<file path="src/sv/ghr_pkg.sv">
// ----------------------------------------------------------------------------
// ghr_pkg
// Shared types, codes and helpers for the generational handle registry.
// ----------------------------------------------------------------------------
package ghr_pkg;

  localparam int CMD_W      = 3;
  localparam int KEY_PORT_W = 64;
  localparam int HIDX_W     = 9;
  localparam int GEN_W      = 16;
  localparam int STAT_W     = 3;
  localparam int HITS_W     = 32;

  typedef logic [GEN_W-1:0] gen_t;

  // command codes
  localparam logic [CMD_W-1:0] CMD_FIND      = 3'd0;
  localparam logic [CMD_W-1:0] CMD_FIND_ALLOC = 3'd1;
  localparam logic [CMD_W-1:0] CMD_REG_WORLD = 3'd2;
  localparam logic [CMD_W-1:0] CMD_RESOLVE   = 3'd3;
  localparam logic [CMD_W-1:0] CMD_FREE      = 3'd4;

  // result status codes
  localparam logic [STAT_W-1:0] ST_FOUND    = 3'd0;
  localparam logic [STAT_W-1:0] ST_ALLOC    = 3'd1;
  localparam logic [STAT_W-1:0] ST_NOTFOUND = 3'd2;
  localparam logic [STAT_W-1:0] ST_FULL     = 3'd3;
  localparam logic [STAT_W-1:0] ST_INVALID  = 3'd4;

  typedef enum logic [2:0] {
    S_IDLE,
    S_SCAN,
    S_READ,
    S_HCHK,
    S_DONE
  } state_t;

  // status from the scan unit to the sequencer
  typedef struct packed {
    logic done;
    logic found;
    logic free_found;
  } scan_flags_t;

  // generation advance, zero is kept for the null handle
  function automatic gen_t next_gen(gen_t g);
    gen_t n;
    n = g + gen_t'(1);
    return (n == '0) ? gen_t'(1) : n;
  endfunction

endpackage

</file>
<file path="src/sv/ghr_scan_unit.sv">
// ----------------------------------------------------------------------------
// ghr_scan_unit
// Walks slots 0..extent-1 one a cycle: first key match and first free slot.
// ----------------------------------------------------------------------------
module ghr_scan_unit #(
  parameter int MAX_SLOTS = 512,
  parameter int KEY_BITS  = 64
) (
  input  logic                           clk,
  input  logic                           rst_n,
  input  logic                           start,
  input  logic [KEY_BITS-1:0]            key,
  input  logic [$clog2(MAX_SLOTS+1)-1:0] extent,
  input  logic                           world_ok,
  input  logic                           rd_used,
  input  ghr_pkg::gen_t                  rd_gen,
  input  logic [KEY_BITS-1:0]            rd_key,
  output logic [$clog2(MAX_SLOTS)-1:0]   rd_addr,
  output ghr_pkg::scan_flags_t           flags,
  output logic [$clog2(MAX_SLOTS)-1:0]   found_idx,
  output ghr_pkg::gen_t                  found_gen,
  output logic [$clog2(MAX_SLOTS)-1:0]   free_idx,
  output ghr_pkg::gen_t                  free_gen
);
  import ghr_pkg::*;

  localparam int IDX_W = $clog2(MAX_SLOTS);
  localparam int EXT_W = $clog2(MAX_SLOTS+1);

  logic             busy_r, busy_nxt;
  logic [EXT_W-1:0] issue_r, issue_nxt;
  logic             chk_v_r, chk_v_nxt;
  logic [IDX_W-1:0] chk_idx_r, chk_idx_nxt;
  logic             done_r, done_nxt;
  logic             found_r, found_nxt;
  logic [IDX_W-1:0] found_idx_r, found_idx_nxt;
  gen_t             found_gen_r, found_gen_nxt;
  logic             free_v_r, free_v_nxt;
  logic [IDX_W-1:0] free_idx_r, free_idx_nxt;
  gen_t             free_gen_r, free_gen_nxt;

  logic used_now, hit_now, free_now, issue_go;

  // slot 0 reads as empty until the world entry is written
  assign used_now = rd_used && ((chk_idx_r != '0) || world_ok);
  assign hit_now  = busy_r && chk_v_r && used_now && (rd_key == key);
  assign free_now = busy_r && chk_v_r && !used_now && (chk_idx_r != '0) && !free_v_r;
  assign issue_go = busy_r && !hit_now && (issue_r < extent);
  assign rd_addr  = issue_r[IDX_W-1:0];

  always_comb begin
    busy_nxt      = busy_r;
    issue_nxt     = issue_r;
    chk_v_nxt     = 1'b0;
    chk_idx_nxt   = chk_idx_r;
    done_nxt      = 1'b0;
    found_nxt     = found_r;
    found_idx_nxt = found_idx_r;
    found_gen_nxt = found_gen_r;
    free_v_nxt    = free_v_r;
    free_idx_nxt  = free_idx_r;
    free_gen_nxt  = free_gen_r;
    if (start) begin
      busy_nxt   = 1'b1;
      issue_nxt  = '0;
      found_nxt  = 1'b0;
      free_v_nxt = 1'b0;
    end else if (busy_r) begin
      if (issue_go) begin
        issue_nxt   = issue_r + EXT_W'(1);
        chk_v_nxt   = 1'b1;
        chk_idx_nxt = issue_r[IDX_W-1:0];
      end
      if (free_now) begin
        free_v_nxt   = 1'b1;
        free_idx_nxt = chk_idx_r;
        free_gen_nxt = rd_gen;
      end
      if (hit_now) begin
        found_nxt     = 1'b1;
        found_idx_nxt = chk_idx_r;
        found_gen_nxt = rd_gen;
        busy_nxt      = 1'b0;
        done_nxt      = 1'b1;
      end else if (!chk_v_r && (issue_r >= extent)) begin
        busy_nxt = 1'b0;
        done_nxt = 1'b1;
      end
    end
  end

  always_ff @(posedge clk) begin
    if (!rst_n) begin
      busy_r  <= 1'b0;
      chk_v_r <= 1'b0;
      done_r  <= 1'b0;
    end else begin
      busy_r  <= busy_nxt;
      chk_v_r <= chk_v_nxt;
      done_r  <= done_nxt;
    end
  end

  always_ff @(posedge clk) begin
    issue_r     <= issue_nxt;
    chk_idx_r   <= chk_idx_nxt;
    found_r     <= found_nxt;
    found_idx_r <= found_idx_nxt;
    found_gen_r <= found_gen_nxt;
    free_v_r    <= free_v_nxt;
    free_idx_r  <= free_idx_nxt;
    free_gen_r  <= free_gen_nxt;
  end

  assign flags.done       = done_r;
  assign flags.found      = found_r;
  assign flags.free_found = free_v_r;
  assign found_idx        = found_idx_r;
  assign found_gen        = found_gen_r;
  assign free_idx         = free_idx_r;
  assign free_gen         = free_gen_r;

endmodule

</file>
<file path="config.mk">
export PLATFORM = sky130hd
export DESIGN_NAME = ghr_scan_unit
export DESIGN_NICKNAME = d
export VERILOG_FILES = /design/src/sv/ghr_pkg.sv /design/src/sv/ghr_scan_unit.sv
export SDC_FILE = /design/constraint.sdc
export NUM_CORES = 1
export LEC_CHECK = 0
export BUFFER_PORTS_ARGS = -buffer_cell sky130_fd_sc_hd__buf_2
export CAP_MARGIN = 20
export CORE_MARGIN = 3
export CORE_UTILIZATION = 45
export DETAILED_ROUTE_END_ITERATION = 7
export GPL_TIMING_DRIVEN = 1
export PLACE_DENSITY = 0.81
export SYNTH_ARGS = -nofsm -noshare
export SYNTH_HDL_FRONTEND = slang
export SYNTH_SLANG_ARGS = --single-unit
</file>
<file path="constraint.sdc">
create_clock -name clk -period 3.21 [get_ports clk]
set_input_delay 0.321 -clock clk [delete_from_list [all_inputs] [get_ports clk]]
set_output_delay 0.321 -clock clk [all_outputs]
set_load 0.01 [all_outputs]
</file>
# After elaboration in Yosys (flattened, before gate mapping)

Cells that the tools add are included.
W data, S select, Z words.

Register bits after elaboration: 74
Output and inout bits: 62
Logic and storage cells: 48

Add/subtract/negate cells: 1
Order comparisons: 2
Equal/unequal tests: 1
Muxes and demuxes: 7
Bitwise gates (word level): 3
Reduce and logical (&&, ||, !) cells: 23

Operators by type and width:

| operator                | number |
|---|---|
| $eq A64 B64 Y1          | 1 |
| $add A10 B1 Y10 const B | 1 |
| $ge A10 B10 Y1          | 1 |
| $logic_and A1 B1 Y1     | 10 |
| $lt A10 B10 Y1          | 1 |
| $reduce_and A3 Y1       | 3 |
| $reduce_bool A9 Y1      | 1 |
| $mux W1                 | 7 |
| $reduce_and A2 Y1       | 3 |
| $logic_not A1 Y1        | 4 |
| $not A1 Y1              | 3 |
| $reduce_or A3 Y1        | 1 |
| $logic_or A1 B1 Y1      | 1 |

# Longest topological paths before layout

Depth in word-level cells: 9
Depth in mapped cells: 10
Gate-level depth less buffers: 9

# Worst setup path before layout

Ideal clock, no wire load.

Path kind: input port to flip-flop
From: input extent[7]
To: register chk_idx_r[0], enable pin
Setup time: 0.387 ns
Arrival time: 2.370 ns
Data required time: 2.823 ns
Slack: 0.453 ns
Cell stages on the path: 8
Cell sequence: inv_1 -> ha_1 -> a21o_1 -> a21o_1 -> a221oi_1 -> o211ai_1 -> buf_4 -> nor3_1

Cells in the longest elaborated chain, start to end: 3

Ends and longest elaborated chain:

| item                               | line                 | RTL |
|---|---|---|
| start: declaration                 | ghr_scan_unit.sv:13  | `input logic [$clog2(MAX_SLOTS+1)-1:0] extent,` |
| $lt A10 B10 Y1                     | ghr_scan_unit.sv:48  | `assign issue_go = busy_r && !hit_now && (issue_r < extent);` |
| $logic_and A1 B1 Y1                | ghr_scan_unit.sv:48  |  |
| $reduce_and A3 Y1 (no source line) | --                   |  |
| end signal: assignment             | ghr_scan_unit.sv:106 | `chk_idx_r <= chk_idx_nxt;` |
| end: declaration                   | ghr_scan_unit.sv:33  | `logic [IDX_W-1:0] chk_idx_r, chk_idx_nxt;` |

No other way between the ends.
A chain may end at the register's enable or synchronous reset.

# Worst setup path in the final report

From: input key[11]
To: register found_idx_r[6] (netlist: found_idx[6]), enable pin

Cells in the longest elaborated chain, start to end: 3

Ends and longest elaborated chain:

| item                               | line                 | RTL |
|---|---|---|
| start: declaration                 | ghr_scan_unit.sv:12  | `input logic [KEY_BITS-1:0] key,` |
| $eq A64 B64 Y1                     | ghr_scan_unit.sv:46  | `assign hit_now = busy_r && chk_v_r && used_now && (rd_key == key);` |
| $logic_and A1 B1 Y1                | ghr_scan_unit.sv:46  |  |
| $reduce_and A3 Y1 (no source line) | --                   |  |
| end signal: assignment             | ghr_scan_unit.sv:108 | `found_idx_r <= found_idx_nxt;` |
| end: declaration                   | ghr_scan_unit.sv:36  | `logic [IDX_W-1:0] found_idx_r, found_idx_nxt;` |

No other way between the ends.

==> reports/metrics.csv <==
stage,metric,value,unit
min_path,min_path_type,input pin to flop,
detailed_routing,ant_nets,0,
logic_synthesis,syn-cell-area,0.00391,mm2
clocking,insertion_delay,0.33,ns
timing,slew_viol_final,0,
timing,hold_viol,0,
worst_setup_path,path_depth,9,
worst_setup_path,cp_max_fo,25,
power_and_ir_drop,total_leakage_power,2.37,nW
floorplanning,dieWidth,99.2,um
cells_and_area,nNetsFinal,725,
cells_and_area,layout.cells.non_filler,669,
floorplanning,start_util,46.8,%
timing,period_minus_slack,2.50,ns
grt,grt_pass1_wl,16.5,mm
worst_setup_path,regToRegStartpoint,issue_r[7],
clocking,cts_tree,done,
worst_setup_path,slowest_stage,or3b_2,
worst_setup_path,crit_top_cell,nor4_1,
worst_setup_path,slowest_delay,0.46,ns
logic_synthesis,avgSynthCellArea,11.7,um2
floorplanning,ios,221,
clocking,cts_sinks,74,
timing,fmax,0.400,GHz
timing,tns,0,ns
logic_synthesis,yosysSeqAreaShare,53.0,%
timing,rsz0062_at_grt,no,
worst_setup_path,reg2regPathDepth,8,
timing,finalSetupViolations,0,
detailed_routing,drt_iter0_markers,142,
logic_synthesis,synth_cells,333,
grt,grt_overflow_total,0,
detailed_routing,vias,3470,
place,gp_congestion,0.871,
worst_setup_path,path_cells,"buf_2, xnor2_1, nand2_1, or3b_2, nor4_1, nand4_1, nor4_1, and3_1, buf_4",
worst_setup_path,timing.rr.end,issue_r[7],
timing,hold_slack,0.176,ns
floorplanning,die_y,99.2,um
worst_setup_path,path_delay_family,simple AND/OR/NAND/NOR gates,
clocking,cts_hold_buf,0,
run,cap_violations,0,
logic_synthesis,synth.most_common_cell,edfxtp_1,
timing,finalCritPeriodShare,77.9,%
worst_setup_path,crit_path_end_kind,flop,
grt,first_global_vias,3496,
worst_setup_path,endpoint,found_idx[6],
cells_and_area,drive_gt1_share,45.2,%
detailed_routing,wirelength,10.8,mm
logic_synthesis,synth_enable_flop_cells,59,
clocking,cts_setup_buffers,0,
logic_synthesis,ys.flop_type,edfxtp_1,
worst_setup_path,rrSetupSlack,0.72,ns
cells_and_area,regArea,0.00207,mm2
logic_synthesis,synth_top_area_share,45.4,%
cells_and_area,area_delta_synth_final,34.6,%
worst_setup_path,criticalPathCategory,input pin to flop,
worst_setup_path,critPathBufInv,2,
detailed_routing,detail_route.wl_per_cell,16.1,um
cells_and_area,multi_input_area,0.00164,mm2
power_and_ir_drop,p_per_area,370,mW/mm2
logic_synthesis,synthTopCellsByArea,"edfxtp_1, dfxtp_1, xor2_1, xnor2_1, nor2b_1",
timing,worst_pin_slew,0.510,ns
clocking,clock_path_buffers,2,
power_and_ir_drop,ir_drop,0.000199,V
worst_setup_path,worstSetupStartpoint,key[11],
detailed_routing,drc,0,
grt,antenna_found_initial,4,
logic_synthesis,ys_ff_latch,74,
worst_setup_path,cp.required,3.21,ns
floorplanning,dieArea,0.00983,mm2
detailed_routing,firstDrtPassIters,6,
clocking,clk_pin_slew,0.08,ns
logic_synthesis,syn_nets,503,
timing,maxSlewHeadroom,65.1,%
logic_synthesis,ys_types,47,
grt,track_usage,21.5,%
worst_setup_path,startpoint_type,input pin,
logic_synthesis,synthArstFlopShare,0,%
floorplanning,rows,33,
place,port_buffers,220,
logic_synthesis,synth_warnings,0,
worst_setup_path,critPathArrivalTime,2.50,ns
clocking,numCtsBuffers,9,
grt,grt_max_degree,27,
clocking,clockRootBuffer,clkbuf_8,
cells_and_area,fill_cells,706,
place,hpwl,9.24,mm
clocking,cts_resized,0,
detailed_routing,vias_per_cell,5.19,
logic_synthesis,synth.top_cells.by_count,"edfxtp_1, xor2_1, nor2b_1, xnor2_1, inv_1",
run_status,status,"finished, final reports clean",
place,place_inst,648,
clocking,htree_levels,3,
logic_synthesis,synth_top_area_cell,edfxtp_1,
floorplanning,core,0.00834,mm2
timing,clock-skew-final,0.0128,ns
-- where the power goes --
group | switching [mW] | leakage (nW) | internal, mW
Combinational | 0.141 | 1.63 | 0.146
Clock | 0.323 | 0.0787 | 0.280
Sequential | 0.0104 | 0.663 | 1.04
-- per-layer routing --
layer,up-vias,global-route usage (%),wire length [um]
met5,-,0,0
met4,0,11.9,460
met2,195,39.2,5570
li1,1670,-,-
met1,1577,22.2,3820
met3,28,5.61,955
-- logic make-up after synthesis --
| group | after synthesis | synth area share [%] |
|---|---|---|
| AND/OR/NAND/NOR | 122 | 19.2 |
| AO/OA/AOI/OAI | 30 | 5.48 |
| multiplexers | 5 | 1.70 |
| adder cells (fa/ha/maj) | 11 | 3.52 |
| flip-flops | 74 | 53.0 |
| buffers and inverters | 38 | 5.19 |
| XOR/XNOR | 53 | 11.9 |
-- area by class of cell --
cell class / count / share of cell area (%)
clock buffer: 10 / 2.43
sequential: 74 / 39.4
tap: 105 / 2.50
antenna: 4 / 0.190
clock inverter: 6 / 0.785
inverter: 21 / 1.50
multi-input combinational: 221 / 31.2
timing repair buffer: 228 / 22.0
-- placed cells by master, fill, tap and decap left out, types with 3 or more instances in the layout --
cell type / Yosys / routed
buf_2: 0 / 221
edfxtp_1: 59 / 59
xor2_1: 30 / 30
xnor2_1: 23 / 23
nor2b_1: 23 / 23
inv_1: 21 / 21
nor2_1: 17 / 17
nand4_1: 16 / 16
nor4_1: 16 / 16
dfxtp_1: 15 / 15
ha_1: 11 / 11
nand2_1: 10 / 10
clkbuf_8: 0 / 9
or4_1: 8 / 8
buf_4: 13 / 7
a21o_1: 6 / 6
a21oi_1: 6 / 6
nand4b_1: 5 / 5
a2111oi_0: 5 / 5
nand3_1: 5 / 5
and3_1: 5 / 5
diode_2: 0 / 4
nor3_1: 4 / 4
o31ai_1: 4 / 4
mux2_4: 3 / 3
clkinvlp_4: 0 / 3
-- worst min-delay path by stage --
| stage | cells past startpoint | start | to | slack, ns |
|---|---|---|---|---|
| floorplan | 0 | rd_gen[0] | found_gen[0] | 0.42 |
| global placement | 0 | chk_idx_r[2] | free_idx[2] | 0.45 |
| detailed placement | 0 | chk_idx_r[2] | free_idx[2] | 0.47 |
| CTS | 1 | rd_gen[8] | found_gen[8] | 0.16 |
| global route | 1 | rd_gen[8] | free_gen[8] | 0.14 |
| finish | 1 | rd_gen[9] | free_gen[9] | 0.18 |
-- registers in the layout, summed over array words and instances, names as in the netlist --
| name | cells |
|---|---|
| free_v_r | 1 |
| free_idx | 9 |
| chk_v_r | 1 |
| free_gen | 16 |
| done_r | 1 |
| busy_r | 1 |
| issue_r | 10 |
| chk_idx_r | 9 |
| found_idx | 9 |
| found_gen | 16 |
| found_r | 1 |
-- metrics by stage --
step           utilization (%)  cell area (um2)  setup slack [ns]  total power [mW]
3_5_place_dp              60.8             5070             0.269              1.36
3_3_place_gp              60.8             5070             0.388              1.35
5_1_grt                   63.0             5260             0.412              2.04
6_report                  63.0             5260             0.710              1.94
2_1_floorplan                -             3910             0.453              1.21
4_1_cts                   62.9             5240             0.334              1.96
Power figures use the tool's default switching activity.
